===== src/design/s2l_pkg.sv =====
// Shared constants, coefficient tables and table-building functions for the sRGB to L*a*b* core.
package s2l_pkg;

  // Default fraction widths of the internal and the output fixed-point formats
  localparam int unsigned IntFracBits = 16;
  localparam int unsigned OutFracBits = 8;

  // Depth of the request queue between the front and the back
  localparam int unsigned QueueDepth = 2;

  // Stream widths
  localparam int unsigned PixW = 24;
  localparam int unsigned LabW = 48;

  // Width of the matrix coefficients and divisors
  localparam int unsigned CoefW = 24;

  // sRGB to XYZ matrix, rows X, Y, Z, in units of 1e-7
  localparam logic [CoefW-1:0] MatCoef [3][3] = '{
    '{24'd4124564, 24'd3575761, 24'd1804375},
    '{24'd2126729, 24'd7151522, 24'd721750},
    '{24'd193339,  24'd1191920, 24'd9503041}
  };

  // Rounding offsets and white-point divisors per row
  localparam logic [CoefW-1:0] MatRnd [3] = '{24'd4752350, 24'd5000000, 24'd5444150};
  localparam logic [CoefW-1:0] MatDiv [3] = '{24'd9504700, 24'd10000000, 24'd10888300};

  // Linear segment of the Lab curve
  localparam int unsigned LinSegW = 12;
  localparam logic [LinSegW-1:0] LinSegDiv = 12'd3132;

  // Fifth power in Q0.31
  function automatic longint unsigned fifth_pow(input longint unsigned r);
    longint unsigned r2;
    longint unsigned r4;
    r2 = (r * r) >> 31;
    r4 = (r2 * r2) >> 31;
    fifth_pow = (r4 * r) >> 31;
  endfunction

  // Linear light of one sRGB byte in Q0.f
  function automatic longint unsigned lin_value(input longint unsigned v, input int unsigned f);
    longint unsigned num;
    longint unsigned u;
    longint unsigned u2;
    longint unsigned lo;
    longint unsigned hi;
    longint unsigned mid;
    longint unsigned y;
    num = (v * 64'd100) << f;
    if (v <= 64'd10) begin
      lin_value = num / 64'd329460 + ((num % 64'd329460 >= 64'd164730) ? 64'd1 : 64'd0);
    end else begin
      u = (((64'd1000 * v + 64'd14025) << 31) + 64'd134512) / 64'd269025;
      u2 = (u * u) >> 31;
      lo = 64'd0;
      hi = 64'd1 << 31;
      for (int k = 0; k < 34; k++) begin
        if (lo < hi) begin
          mid = (lo + hi + 64'd1) >> 1;
          if (fifth_pow(mid) <= u2) begin
            lo = mid;
          end else begin
            hi = mid - 64'd1;
          end
        end
      end
      y = (u2 * lo) >> 31;
      lin_value = (y + (64'd1 << (30 - f))) >> (31 - f);
    end
  endfunction

endpackage


===== src/design/s2l_queue.sv =====
// Short request queue between the front and the back.
module s2l_queue import s2l_pkg::*; #(
  parameter int unsigned Width = 8,
  localparam int unsigned AddrW = (QueueDepth > 1) ? $clog2(QueueDepth) : 1,
  localparam int unsigned CntW = $clog2(QueueDepth + 1)
) (
  input  logic             clk_i,
  input  logic             rst_ni,
  input  logic             push_i,
  input  logic [Width-1:0] data_i,
  output logic             full_o,
  input  logic             pop_i,
  output logic             valid_o,
  output logic [Width-1:0] data_o
);

  logic [Width-1:0] mem [QueueDepth];
  logic [AddrW-1:0] wr_ptr_q;
  logic [AddrW-1:0] rd_ptr_q;
  logic [CntW-1:0]  count_q;

  assign full_o  = count_q == CntW'(QueueDepth);
  assign valid_o = count_q != '0;
  assign data_o  = mem[rd_ptr_q];

  // Advance pointers and fill count
  always_ff @(posedge clk_i or negedge rst_ni) begin
    if (!rst_ni) begin
      wr_ptr_q <= '0;
      rd_ptr_q <= '0;
      count_q  <= '0;
    end else begin
      if (push_i) begin
        wr_ptr_q <= (wr_ptr_q == AddrW'(QueueDepth - 1)) ? '0 : wr_ptr_q + AddrW'(1);
      end
      if (pop_i) begin
        rd_ptr_q <= (rd_ptr_q == AddrW'(QueueDepth - 1)) ? '0 : rd_ptr_q + AddrW'(1);
      end
      if (push_i && !pop_i) begin
        count_q <= count_q + CntW'(1);
      end else if (pop_i && !push_i) begin
        count_q <= count_q - CntW'(1);
      end
    end
  end

  // Store the entry
  always_ff @(posedge clk_i) begin
    if (push_i) begin
      mem[wr_ptr_q] <= data_i;
    end
  end

endmodule


===== config.mk =====
export PLATFORM = sky130hd
export DESIGN_NAME = s2l_queue
export DESIGN_NICKNAME = d
export VERILOG_FILES = /design/src/design/s2l_pkg.sv /design/src/design/s2l_queue.sv
export SDC_FILE = /design/constraint.sdc
export NUM_CORES = 1
export LEC_CHECK = 0
export BUFFER_PORTS_ARGS = -buffer_cell sky130_fd_sc_hd__buf_2
export CAP_MARGIN = 30
export CORE_MARGIN = 1
export CORE_UTILIZATION = 52
export DETAILED_ROUTE_END_ITERATION = 12
export GPL_ROUTABILITY_DRIVEN = 0
export PLACE_DENSITY = 0.8
export SYNTH_ARGS = -nofsm -noshare
export SYNTH_HDL_FRONTEND = slang
export SYNTH_SLANG_ARGS = --single-unit

===== constraint.sdc =====
create_clock -name clk_i -period 3.2 [get_ports clk_i]
set_input_delay 0.16 -clock clk_i [delete_from_list [all_inputs] [get_ports clk_i]]
set_output_delay 0.16 -clock clk_i [all_outputs]
set_load 0.01 [all_outputs]

==> flow_results.org <==
** Timing
- Fin Hold WS :: 52.8 ps
- Based on the critical path, the design can be clocked at up to 653 MHz.
- Subtracting the final worst setup slack from the clock period gives 1530 ps.
- Setup TNS after final layout :: 0 ps
- Actual transition at the worst max-transition pin :: 736 ps
- Final Worst Setup Slack :: 1670 ps
- The number of hold violations in the final report came to 0.
- Tightest slew margin relative to the limit :: 50.8%
- The total count of max-transition violations in the final report is 0.
- Setup violations remaining at the end of the flow were counted as 0.
- Part of the cycle the worst path needs :: 47.8%
- RSZ-0062 raised after global routing :: no
- Max Clock Skew :: 9.93 ps

** GRT
- Met2 track demand over resource :: 28.6%
- After global routing, the most crowded layer is met2.
- Entering global routing, the biggest net connects 11 pins.
- For this run, global-route usage on met1 was measured as 20.7%.
- Global routing used 17.2% of the available tracks.
- Wire length of the first global-routing pass :: 1680 um
- Antenna violations before repair :: 0
- The number of global-route vias before repair is 378.
- Remaining global-route overflow :: 0
- For this run, global-route usage on met3 was measured as 5.00%.

** Power and ir drop
- Pleak :: 0.377 nW
- Internal power component :: 0.000515 W
- Portion of total power attributed to the clock network :: 15.3%
- Net switching is 29.6% of the power.
- Power density over the cells :: 796 nW/um^2
- Switching power summed over all nets :: 0.000216 W
- In this run, the combinational gates consume 29.7% of the power.
- Max VDD drop :: 0.392 mV
- Sequential cells account for 55.0% of the total power.

** Route
- In this run the remaining antenna-violating nets after routing total 0.
- DRC violations left :: 0
- Number of DRC violations after detailed-routing iteration 0 :: 19
- For this run, the detailed router's first-pass iteration total came to 2.
- Detailed-route vias per instance :: 4.95
- Across all layers, the routed design uses 396 vias.
- After detailed routing, the total wire length is 1190 um.
- Post-detailed-route wirelength per cell :: 14.9 um

** Logic synthesis
- Dividing the synthesized area by the synthesized cell count gives 18.9 sq um.
- The share of the Yosys chip area taken by registers is 75.1%.
- Area fraction of the dominant cell type after synthesis :: 62.1%
- Post-Syn Nets :: 54
- The Yosys step of the flow raised 0 warnings.
- After synthesis the cells add up to 773 sq um.
- The commonest cells after synthesis are edfxtp_1, mux2_2, dfrtp_1, xor2_1.
- edfxtp_1 takes more of the synthesized area than any other cell.
- FF+latch count, synth :: 20
- In the synthesized netlist the dominant register cell turns out to be edfxtp_1.
- Among all cell types in the netlist, the one instantiated most often is edfxtp_1.
- Synth Instances :: 41
- Yosys attributes the largest share of cell area to edfxtp_1, dfrtp_1, mux2_2, xor2_1, ha_1.
- EDFF count, synth :: 16
- After synthesis, the share of flip-flops with an asynchronous set or reset is 20.0%.
- In this run, distinct cell masters in the synthesized netlist total 13.

** Clocking
- Worst skew pair latency :: 290 ps
- The number of hold buffers added after CTS was 1.
- The number of clock buffers added by TritonCTS is 3.
- Post-cts repair resize count :: 0
- Clock root buffer :: clkbuf_4
- Maximum count of clock buffers along a single path :: 2
- Htree depth :: 1
- The clock drives 20 sinks.
- CTS tree :: yes
- In this run the post-CTS setup repair buffer count came out at 0.
- Clk slew on worst S/H paths :: 110 ps

** Setup path
- Type of the setup path with the least slack :: reg -> out
- The worst register-to-register path ends at mem[0][4].
- In this run the worst path has a maximum fanout of 9.
- Worst Setup Start Kind :: flip-flop
- Worst Path Required :: 3040 ps
- Startpoint of the most critical setup path :: rd_ptr_q
- Worst R2R Setup Slack :: 1820 ps
- Walking the worst path, the cells encountered are mux2_2 -> buf_2.
- In this design, the stage delay of the slowest critical-path cell is 570 ps.
- The worst setup path is captured at an output pin.
- The startpoint identified for the worst register-to-register timing path is wr_ptr_q.
- Data arrives at the worst endpoint at 1370 ps.
- Among all stages on the critical path, the largest delay is contributed by dfrtp_1.
- Counting cells, the worst reg-to-reg path comes to 1.

** Cells and area
- Antenna diode instance count :: 0
- Layout Nets :: 80
- Of the cells placed in the final design, the portion with a size suffix greater than 1 is 52.3%.
- From synthesis to final layout, the design area changed by 18.8%.
- Number of fill cells in the layout :: 96

** Run
- Number of maximum-capacitance violations :: 0

** Worst hold path
- Type of the most critical hold path :: in -> reg
- Worst Hold Path EP :: mem[0][7]
- Cells on Worst Hold Path :: 1
- The startpoint identified for the worst hold timing path is data_i[7].

** Floorplanning
- In this run the horizontal extent of the chip is 40.6 um.
- The region available for standard cell placement spans 1350 sq um.
- I/O pin cnt :: 22
- The die is 40.6 um tall.
- The floorplan step defined a die boundary enclosing 1650 sq um.
- Row generation in the floorplan step produced 13 rows.
- Initial core utilization :: 57.3%

** Outcome
- The flow ran to the end, and the final reports show no timing, DRC or antenna violations.

** Place
- Timing analysis after detailed placement gives a worst setup slack of 1820 ps.
- Quantity of I/O buffers inserted on ports :: 21
[per-layer routing]
metal | vias up | routed length, um
met4 | 0 | 0
met2 | 10 | 682
met3 | 0 | 34
li1 | 196 | -
met5 | - | 0
met1 | 190 | 472
[through the flow]
| step | total power (W) | utilization [%] | area, sq um | std cells |
|---|---|---|---|---|
| floorplan | 0.000555 | - | 773 | 41 |
| global placement | 0.000613 | 65.6 | 886 | 76 |
| detailed placement | 0.000629 | 65.6 | 886 | 76 |
| CTS | 0.000737 | 68.0 | 918 | 80 |
| global route | 0.000776 | 68.0 | 918 | 80 |
| finish | 0.000731 | 68.0 | 918 | 80 |
[critical path: cells and delay by family (launching register included)]
kind / cells / cell delay (ps)
muxes: 1 / 380
buffers and inverters: 1 / 140
DFF: 1 / 570
[logic make-up (layout without fill, tap and decap cells)]
family | Yosys count | in the layout | synth area share [%]
adders and majority gates | 1 | 1 | 1.62
DFF | 20 | 20 | 75.1
muxes | 8 | 8 | 11.7
and+or+nand+nor | 5 | 5 | 4.05
buffers and inverters | 2 | 26 | 1.94
xor gates and xnor gates | 5 | 5 | 5.66
[worst max path at each step]
stage | slack, ps | endpoint | cells past startpoint
global route | 1560 | data_o[4] | 2
global placement | 1950 | mem[0][5] | 1
finish | 1670 | data_o[2] | 2
floorplan | 2040 | mem[0][0] | 1
detailed placement | 1820 | mem[0][5] | 1
CTS | 1650 | data_o[2] | 2
[cells in the final DEF (no fill, tap or decap)]
cell type,instances
and2_1,1
xor2_1,4
inv_1,1
or2_2,1
dlygate4sd3_1,1
edfxtp_1,16
xnor2_1,1
buf_2,21
and2b_2,1
ha_1,1
clkbuf_4,3
mux2_2,8
dfrtp_1,4
nor2_1,1
nor2b_1,1
[power groups by stage]
stage / Sequential, W / Clock, W / Combinational (W)
final: 0.000402 / 0.000112 / 0.000217
after floorplan: 0.000381 / 0 / 0.000173
after global placement: 0.000404 / 0 / 0.000209
after global routing: 0.000413 / 0.000123 / 0.000240
after CTS: 0.000404 / 0.000111 / 0.000222
after detailed placement: 0.000409 / 0 / 0.000220
[sequential cells by signal, indices dropped and copies added, names as in the netlist]
register	cells
rd_ptr_q	1
count_q	2
wr_ptr_q	1
mem	16
[final cells by class]
| class | instances | area, sq um | share of cell area (%) |
|---|---|---|---|
| Inverter | 1 | 3.75 | 0.409 |
| Clock buffer | 3 | 22.5 | 2.45 |
| Multi-Input combinational cell | 19 | 178 | 19.3 |
| Tap cell | 15 | 18.8 | 2.04 |
| Sequential cell | 20 | 581 | 63.2 |
| Timing Repair Buffer | 22 | 115 | 12.5 |
No activity file was read; power rests on OpenSTA's default activity.
